[config.mk]
export PLATFORM = sky130hd
export DESIGN_NAME = gyro_gps_heading_fusion
export DESIGN_NICKNAME = d
export VERILOG_FILES = /design/src/design/ggh_pkg.sv /design/src/design/ggh_ctrl.sv /design/src/design/ggh_datapath.sv /design/src/design/gyro_gps_heading_fusion.sv
export SDC_FILE = /design/constraint.sdc
export NUM_CORES = 2
export LEC_CHECK = 0
export ABC_AREA = 0
export BUFFER_PORTS_ARGS = -buffer_cell sky130_fd_sc_hd__buf_2
export CAP_MARGIN = 20
export CORE_MARGIN = 4
export CORE_UTILIZATION = 41
export DETAILED_ROUTE_END_ITERATION = 12
export PLACE_DENSITY = 0.62
export SLEW_MARGIN = 5
export SYNTH_ARGS = -nofsm -noshare
export SYNTH_HDL_FRONTEND = slang
export SYNTH_SLANG_ARGS = --single-unit
export TNS_END_PERCENT = 100
[constraint.sdc]
create_clock -name clk -period 12 [get_ports clk]
set_input_delay 1.2 -clock clk [delete_from_list [all_inputs] [get_ports clk]]
set_output_delay 1.2 -clock clk [all_outputs]
set_load 0.01 [all_outputs]
[src/design/ggh_pkg.sv]
`timescale 1ns / 1ps
// ----------------------------------------------------------------------------
// ggh_pkg: shared types and constants for the gyro/GPS heading fusion block
// Word formats, register indexes, controller states, control structs and the
// angle wrap helper.
// ----------------------------------------------------------------------------
package ggh_pkg;

  typedef struct packed {
    logic signed [15:0] yaw_rate;
    logic [15:0]        step_time;
    logic               fix_updated;
    logic               course_valid;
    logic [15:0]        course_angle;
    logic [15:0]        ground_speed;
  } in_word_t;

  typedef struct packed {
    logic signed [32:0] heading;
    logic               initialized;
  } out_word_t;

  localparam int CFG_DATA_W = 27;
  localparam int CFG_IDX_W  = 2;

  localparam logic [CFG_IDX_W-1:0] REG_GYRO_BIAS  = 2'd0;
  localparam logic [CFG_IDX_W-1:0] REG_MIN_SPEED  = 2'd1;
  localparam logic [CFG_IDX_W-1:0] REG_INTERVAL   = 2'd2;
  localparam logic [CFG_IDX_W-1:0] REG_BLEND      = 2'd3;

  localparam logic signed [15:0] GYRO_BIAS_RST = 16'sd0;
  localparam logic [15:0]        MIN_SPEED_RST = 16'd50;
  localparam logic [26:0]        INTERVAL_RST  = 27'd10000000;
  localparam logic [8:0]         BLEND_RST     = 9'd128;

  // Heading LSB is 1/16e6 degree; a full turn is 360 * 16e6.
  localparam logic signed [35:0] HALF_TURN = 36'sd2880000000;
  localparam logic signed [35:0] FULL_TURN = 36'sd5760000000;
  localparam logic signed [32:0] HEAD_MAX  = 33'sd2880000000;
  localparam logic signed [32:0] HEAD_MIN  = -33'sd2880000000;

  // Course in centidegrees, wrapped before scaling to heading LSBs.
  localparam logic signed [17:0] COURSE_HALF_CD = 18'sd18000;
  localparam logic signed [17:0] COURSE_FULL_CD = 18'sd36000;
  localparam logic signed [18:0] COURSE_SCALE   = 19'sd160000;

  typedef enum logic [2:0] {
    ST_IDLE,
    ST_GYRO,
    ST_HEAD,
    ST_CORR,
    ST_BLEND,
    ST_APPLY,
    ST_OUT
  } ctrl_state_t;

  typedef struct packed {
    logic load;
    logic gyro_mul;
    logic head_upd;
    logic corr;
    logic blend_mul;
    logic blend_apply;
    logic out_load;
  } ctrl_cmd_t;

  typedef struct packed {
    logic do_blend;
    logic out_free;
  } ctrl_status_t;

  // One wrap step; every caller stays within one full turn of the range.
  function automatic logic signed [35:0] wrap_angle(input logic signed [35:0] a);
    logic signed [35:0] r;
    r = a;
    if (a > HALF_TURN) begin
      r = a - FULL_TURN;
    end else if (a < -HALF_TURN) begin
      r = a + FULL_TURN;
    end
    return r;
  endfunction

endpackage

[src/design/ggh_ctrl.sv]
`timescale 1ns / 1ps
// ----------------------------------------------------------------------------
// ggh_ctrl: sequencer for the heading fusion datapath
// Steps one tick through gyro integration, correction and result load.
// ----------------------------------------------------------------------------
module ggh_ctrl (
  input  logic                  clk,
  input  logic                  rst,
  input  logic                  sample_valid,
  output logic                  sample_ready,
  input  ggh_pkg::ctrl_status_t status,
  output ggh_pkg::ctrl_cmd_t    cmd
);
  import ggh_pkg::*;

  ctrl_state_t state;
  ctrl_state_t state_next;

  always_ff @(posedge clk) begin
    if (rst) begin
      state <= ST_IDLE;
    end else begin
      state <= state_next;
    end
  end

  always_comb begin
    state_next   = state;
    cmd          = '0;
    sample_ready = 1'b0;
    case (state)
      ST_IDLE: begin
        sample_ready = 1'b1;
        if (sample_valid) begin
          cmd.load   = 1'b1;
          state_next = ST_GYRO;
        end
      end
      ST_GYRO: begin
        cmd.gyro_mul = 1'b1;
        state_next   = ST_HEAD;
      end
      ST_HEAD: begin
        cmd.head_upd = 1'b1;
        state_next   = ST_CORR;
      end
      ST_CORR: begin
        cmd.corr   = 1'b1;
        state_next = status.do_blend ? ST_BLEND : ST_OUT;
      end
      ST_BLEND: begin
        cmd.blend_mul = 1'b1;
        state_next    = ST_APPLY;
      end
      ST_APPLY: begin
        cmd.blend_apply = 1'b1;
        state_next      = ST_OUT;
      end
      ST_OUT: begin
        // Wait here while the previous word still sits in the output register.
        if (status.out_free) begin
          cmd.out_load = 1'b1;
          state_next   = ST_IDLE;
        end
      end
      default: begin
        state_next = ST_IDLE;
      end
    endcase
  end

endmodule

[src/design/ggh_datapath.sv]
`timescale 1ns / 1ps
// ----------------------------------------------------------------------------
// ggh_datapath: heading state, config registers and shared multiplier
// One registered signed multiplier serves the gyro, course and blend products.
// ----------------------------------------------------------------------------
module ggh_datapath (
  input  logic                             clk,
  input  logic                             rst,
  input  logic                             cfg_we,
  input  logic [ggh_pkg::CFG_IDX_W-1:0]    cfg_index,
  input  logic [ggh_pkg::CFG_DATA_W-1:0]   cfg_data,
  input  ggh_pkg::in_word_t                sample,
  output ggh_pkg::out_word_t               result,
  output logic                             result_valid,
  input  logic                             result_ready,
  input  ggh_pkg::ctrl_cmd_t               cmd,
  output ggh_pkg::ctrl_status_t            status
);
  import ggh_pkg::*;

  logic signed [15:0] gyro_bias;
  logic [15:0]        min_speed;
  logic [26:0]        interval;
  logic [8:0]         blend_weight;

  logic signed [16:0] rate_diff;
  logic [15:0]        step_dt;
  logic signed [16:0] course_cd;
  logic               course_hi;
  logic               usable;

  logic signed [32:0] heading;
  logic [26:0]        since;
  logic               init_flag;
  logic               do_snap;
  logic               do_blend;
  logic signed [33:0] err;
  logic signed [53:0] prod;

  logic signed [17:0] course_raw;
  logic signed [17:0] course_w1;
  logic signed [17:0] course_w2;
  logic signed [34:0] mul_a;
  logic signed [18:0] mul_b;
  logic [27:0]        since_sum;
  logic [26:0]        since_sat;
  logic signed [35:0] head_gyro;
  logic signed [35:0] err_full;
  logic signed [35:0] head_blend;

  always_ff @(posedge clk) begin
    if (rst) begin
      gyro_bias    <= GYRO_BIAS_RST;
      min_speed    <= MIN_SPEED_RST;
      interval     <= INTERVAL_RST;
      blend_weight <= BLEND_RST;
    end else if (cfg_we) begin
      case (cfg_index)
        REG_GYRO_BIAS: gyro_bias    <= $signed(cfg_data[15:0]);
        REG_MIN_SPEED: min_speed    <= cfg_data[15:0];
        REG_INTERVAL:  interval     <= cfg_data[26:0];
        REG_BLEND:     blend_weight <= cfg_data[8:0];
        default: ;
      endcase
    end
  end

  // Course over ground can exceed a turn; wrap it in centidegrees first.
  always_comb begin
    course_raw = $signed({2'b00, sample.course_angle});
    course_w1  = (course_raw > COURSE_HALF_CD) ? course_raw - COURSE_FULL_CD : course_raw;
    course_w2  = (course_w1 > COURSE_HALF_CD) ? course_w1 - COURSE_FULL_CD : course_w1;
  end

  always_ff @(posedge clk) begin
    if (cmd.load) begin
      rate_diff <= 17'(sample.yaw_rate) - 17'(gyro_bias);
      step_dt   <= sample.step_time;
      course_cd <= course_w2[16:0];
      course_hi <= (course_raw > COURSE_HALF_CD);
      usable    <= sample.fix_updated & sample.course_valid &
                   (sample.ground_speed >= min_speed);
    end
  end

  always_comb begin
    if (cmd.gyro_mul) begin
      mul_a = 35'(rate_diff);
      mul_b = $signed({3'b000, step_dt});
    end else if (cmd.blend_mul) begin
      mul_a = 35'(err);
      mul_b = $signed({10'd0, blend_weight});
    end else begin
      mul_a = 35'(course_cd);
      mul_b = COURSE_SCALE;
    end
  end

  always_ff @(posedge clk) begin
    prod <= mul_a * mul_b;
  end

  always_comb begin
    since_sum  = {1'b0, since} + {12'd0, step_dt};
    since_sat  = (since_sum > {1'b0, interval}) ? interval : since_sum[26:0];
    head_gyro  = wrap_angle(36'(heading) + $signed(prod[35:0]));
    err_full   = wrap_angle($signed(prod[35:0]) - 36'(heading));
    // Bits 8 and above of the product are the floor of weight * error / 256.
    head_blend = wrap_angle(36'(heading) + $signed(prod[43:8]));
  end

  always_ff @(posedge clk) begin
    if (rst) begin
      heading   <= '0;
      since     <= '0;
      init_flag <= 1'b0;
      do_snap   <= 1'b0;
      do_blend  <= 1'b0;
    end else begin
      if (cmd.head_upd) begin
        heading  <= head_gyro[32:0];
        since    <= since_sat;
        do_snap  <= usable & ~init_flag;
        do_blend <= usable & init_flag & (since_sat >= interval);
      end
      if (cmd.corr && do_snap) begin
        heading   <= prod[32:0];
        init_flag <= 1'b1;
        since     <= '0;
      end
      if (cmd.blend_apply) begin
        heading <= head_blend[32:0];
        since   <= '0;
      end
    end
  end

  // An unwrapped course above a half turn reaches an exact half-turn error from
  // above, so that tie resolves to plus a half turn instead of minus.
  always_ff @(posedge clk) begin
    if (cmd.corr) begin
      if (course_hi && (err_full == -HALF_TURN)) begin
        err <= HALF_TURN[33:0];
      end else begin
        err <= err_full[33:0];
      end
    end
  end

  always_ff @(posedge clk) begin
    if (rst) begin
      result_valid <= 1'b0;
    end else if (cmd.out_load) begin
      result_valid <= 1'b1;
    end else if (result_ready) begin
      result_valid <= 1'b0;
    end
  end

  always_ff @(posedge clk) begin
    if (cmd.out_load) begin
      result.heading     <= heading;
      result.initialized <= init_flag;
    end
  end

  assign status.do_blend = do_blend;
  assign status.out_free = ~result_valid | result_ready;

endmodule

[src/design/gyro_gps_heading_fusion.sv]
`timescale 1ns / 1ps
// ----------------------------------------------------------------------------
// gyro_gps_heading_fusion: complementary heading filter, gyro plus GPS course
//
//   channel   signals                                 direction
//   sample    sample_valid, sample_ready, sample      in  (one update tick)
//   result    result_valid, result_ready, result      out (heading, initialized)
//   config    cfg_we, cfg_index, cfg_data             in  (write only)
//
// A result word passes the sequencer states GYRO, HEAD, CORR and OUT after its
// sample is accepted, with BLEND and APPLY before OUT when a blend correction
// runs, since the single shared multiplier is used in sequence for the gyro
// product, the course scaling and the blend product. The next sample is taken
// in the cycle after the output load, so samples are worked on one at a time.
// Reset is synchronous; all filter state and config registers return to defaults.
// The output register holds one word; a stalled result_ready holds the
// sequencer before the load, and no new sample is taken until then.
// ----------------------------------------------------------------------------
module gyro_gps_heading_fusion (
  input  logic                           clk,
  input  logic                           rst,
  input  logic                           cfg_we,
  input  logic [ggh_pkg::CFG_IDX_W-1:0]  cfg_index,
  input  logic [ggh_pkg::CFG_DATA_W-1:0] cfg_data,
  input  logic                           sample_valid,
  output logic                           sample_ready,
  input  ggh_pkg::in_word_t              sample,
  output logic                           result_valid,
  input  logic                           result_ready,
  output ggh_pkg::out_word_t             result
);
  import ggh_pkg::*;

  ctrl_cmd_t    cmd;
  ctrl_status_t status;

  ggh_ctrl u_ctrl (
    .clk          (clk),
    .rst          (rst),
    .sample_valid (sample_valid),
    .sample_ready (sample_ready),
    .status       (status),
    .cmd          (cmd)
  );

  ggh_datapath u_datapath (
    .clk          (clk),
    .rst          (rst),
    .cfg_we       (cfg_we),
    .cfg_index    (cfg_index),
    .cfg_data     (cfg_data),
    .sample       (sample),
    .result       (result),
    .result_valid (result_valid),
    .result_ready (result_ready),
    .cmd          (cmd),
    .status       (status)
  );

  // Only one datapath step is commanded in any cycle.
  a_cmd_onehot: assert property (@(posedge clk) disable iff (rst)
    $onehot0(cmd))
    else $error("more than one datapath command active");

  // A word is worked on alone: no second sample right after acceptance.
  a_one_at_a_time: assert property (@(posedge clk) disable iff (rst)
    sample_valid && sample_ready |=> !sample_ready)
    else $error("sample taken while previous word in progress");

  // The blend step always follows its product.
  a_blend_order: assert property (@(posedge clk) disable iff (rst)
    cmd.blend_apply |-> $past(cmd.blend_mul))
    else $error("blend applied without a fresh product");

  // Heading leaves the block wrapped into the half-turn range.
  a_heading_range: assert property (@(posedge clk) disable iff (rst)
    result_valid |-> (result.heading <= HEAD_MAX) && (result.heading >= HEAD_MIN))
    else $error("heading out of range");

endmodule
==> reports/metrics.csv <==
metric;value;unit
status;finished clean;
drc;0;
clockBufferDepth;3;
synth_edf_count;120;
gp_congestion;0.943;
synth_seq_area_share;0.171;
cts.sinks;299;
cp.required;12.53;ns
rows;117;
ff2ff_path_depth;32;
syn_inst;5109;
postCtsResizedCells;0;
grt_max_degree;78;
io_buffer_count;135;
yosys_most_used_dff;dfxtp_1;
stdcell_count;6547;
seq_area;7190;sq um
grt_pass1_vias;35698;
slowest_delay;0.75;ns
grtUsageTotal;0.247;
antenna_found_initial;8;
filler_cell_count;10106;
cts_buffers;38;
hold_depth;2;
syn_area;42100;sq um
synth_warnings;0;
route.met2.wl;57.0;mm
finalSetupTns;0;ns
critPathArrivalTime;10.62;ns
wl;132;mm
insertion_delay;0.61;ns
synth.net_count;6025;
worstPathMaxFanout;40;
hold_end;u_datapath.gyro_bias[5];
met1_length;60.7;mm
grt_pass1_wl;208;mm
r2r_slack;1.91;ns
crit_path_end_kind;flip-flop;
vias;35982;
io-pin-count;136;
worstMarginPinSlew;1.15;ns
wl_met3;10.6;mm
r2r-end;u_datapath.prod[43];
min_path_type;reg -> reg;
post_cts_buffers;0;
timing.critical_path.mode_cell;fa_1;
cts_hold_buffers;0;
multiInputGateArea;30900;sq um
worst-setup-path-type;reg -> reg;
initial_utilization;0.413;
final_common_cell;inv_1;
cp-start-kind;flip-flop;
h-tree-depth;2;
final_cell_mix;841 x inv_1, 616 x nand2_1, 490 x fa_1, 482 x nor2_1, 344 x a21oi_1;
cts_tree;done;
skew;0.0284;ns
relSlewSlack;0.230;
vias_per_cell;5.50;
worst_r2r_startpoint;u_ctrl.state[2];
grt.overflow.total;0;
final.min_clock_period;10.09;ns
ys_async_sr_fraction;0;
finalMaxSlewViolations;0;
dp.cells;6456;
place_ws;2.05;ns
fmax;99.1;MHz
drive_gt1_frac;0.0689;
path_clk_slew;0.06;ns
synth-seq-cells;299;
drtAntennaViolNets;0;
core-area;102000;sq um
wire_per_inst;20.2;microns
drt-pass1-iter-count;6;
finalCritPeriodShare;0.841;
syn_to_final_growth;7.95;%
layout_setup_ws;1.91;ns
final-setup-viol-count;0;
synth_cell_types;118;
dieArea;108000;sq um
die_height;328;microns
cts-root-buf;clkbuf_16;
drt-initial-drc-count;2873;
crit_slowest_cell;a221oi_1;
dp_hpwl;108;mm
num-nets-final;6050;
postSynthAreaPerCell;8.23;sq um
dieWidth;328;microns
maxUsedRoutingLayer;met4;
cap_violations;0;
worstHoldStart;u_datapath.gyro_bias[5];
rsz0062_at_grt;no;
finalHoldViolCount;0;
final cells by class:
class                   instances  share of cell area
clock buffers                  54              0.0234
clock inverters                16             0.00364
multi-input cells            3765               0.681
inverters                     846              0.0699
well taps                    1368              0.0377
flip-flops and latches        299               0.158
repair buffers                184              0.0250
diodes                         15            0.000827
synth_stat cells (all sizes together) (36+ instances only):
library cell	number	area, sq um
a21o	108	811
a21oi	348	1770
and3	55	344
buf	40	244
clkbuf	159	597
dfxtp	179	3580
edfxtp	120	3600
fa	490	9810
ha	326	4080
inv	845	3170
nand2	617	2320
nand2b	51	319
nand3	65	325
nor2	498	1900
nor2b	36	233
nor3	97	490
o21a	52	398
o21ai	170	851
xnor2	184	1650
xor2	65	577
sequential cells by signal, summed over array words and instances, names as in the netlist, 9 cells and up:
signal,cells
u_datapath.prod,44
u_datapath.err,34
u_datapath.result,34
u_datapath.heading,33
u_datapath.interval,27
u_datapath.since,27
u_datapath.course_cd,17
u_datapath.rate_diff,17
u_datapath.gyro_bias,16
u_datapath.min_speed,16
u_datapath.step_dt,16
u_datapath.blend_weight,9
routing by layer:
layer / track usage / up-vias
met5: 0 / -
li1: - / 16938
met4: 0.0685 / 0
met2: 0.377 / 1205
met1: 0.357 / 17621
met3: 0.0488 / 218
worst max path at each step:
stage                          startpoint             endpoint  slack [ns]  cells past startpoint
final                     u_ctrl.state[2]  u_datapath.prod[43]        1.91                     32
after global routing      u_ctrl.state[2]  u_datapath.prod[43]        1.47                     32
after CTS                 u_ctrl.state[2]  u_datapath.prod[40]        2.00                     32
after detailed placement  u_ctrl.state[2]  u_datapath.prod[42]        2.05                     32
after global placement    u_ctrl.state[2]  u_datapath.prod[43]        2.25                     32
after floorplan           u_ctrl.state[0]  u_datapath.prod[43]        3.65                     34
critical path: cells and delay by family (launching register included):
| family | cells | cell delay, ns |
|---|---|---|
| AOI/OAI and AO/OA | 15 | 3.89 |
| adders and majority gates | 7 | 3.42 |
| buffers and inverters | 5 | 0.58 |
| DFF | 1 | 0.64 |
| and+or+nand+nor | 5 | 1.44 |
metrics by stage:
step / cell area [sq um] / utilization / hold slack [ns]
2_1_floorplan: 42100 / - / 0.432
3_3_place_gp: 44000 / 0.433 / 0.440
3_5_place_dp: 44000 / 0.433 / 0.446
4_1_cts: 45300 / 0.445 / 0.455
5_1_grt: 45400 / 0.446 / 0.476
6_report: 45400 / 0.446 / 0.453
cell families (layout without fill, tap and decap cells):
group,Yosys count,count (layout),share of synthesized area
flops,299,299,0.171
compound gates,1061,1061,0.170
buf+inv,1045,1100,0.0955
other cells,0,15,0
xor+xnor,249,249,0.0530
simple gates,1608,1608,0.173
fa+ha+maj,816,816,0.330
mux,31,31,0.00797
Power is left out: the tool's default activity adds up to more than one toggle a clock period on the data nets, which glitch-free logic cannot reach.
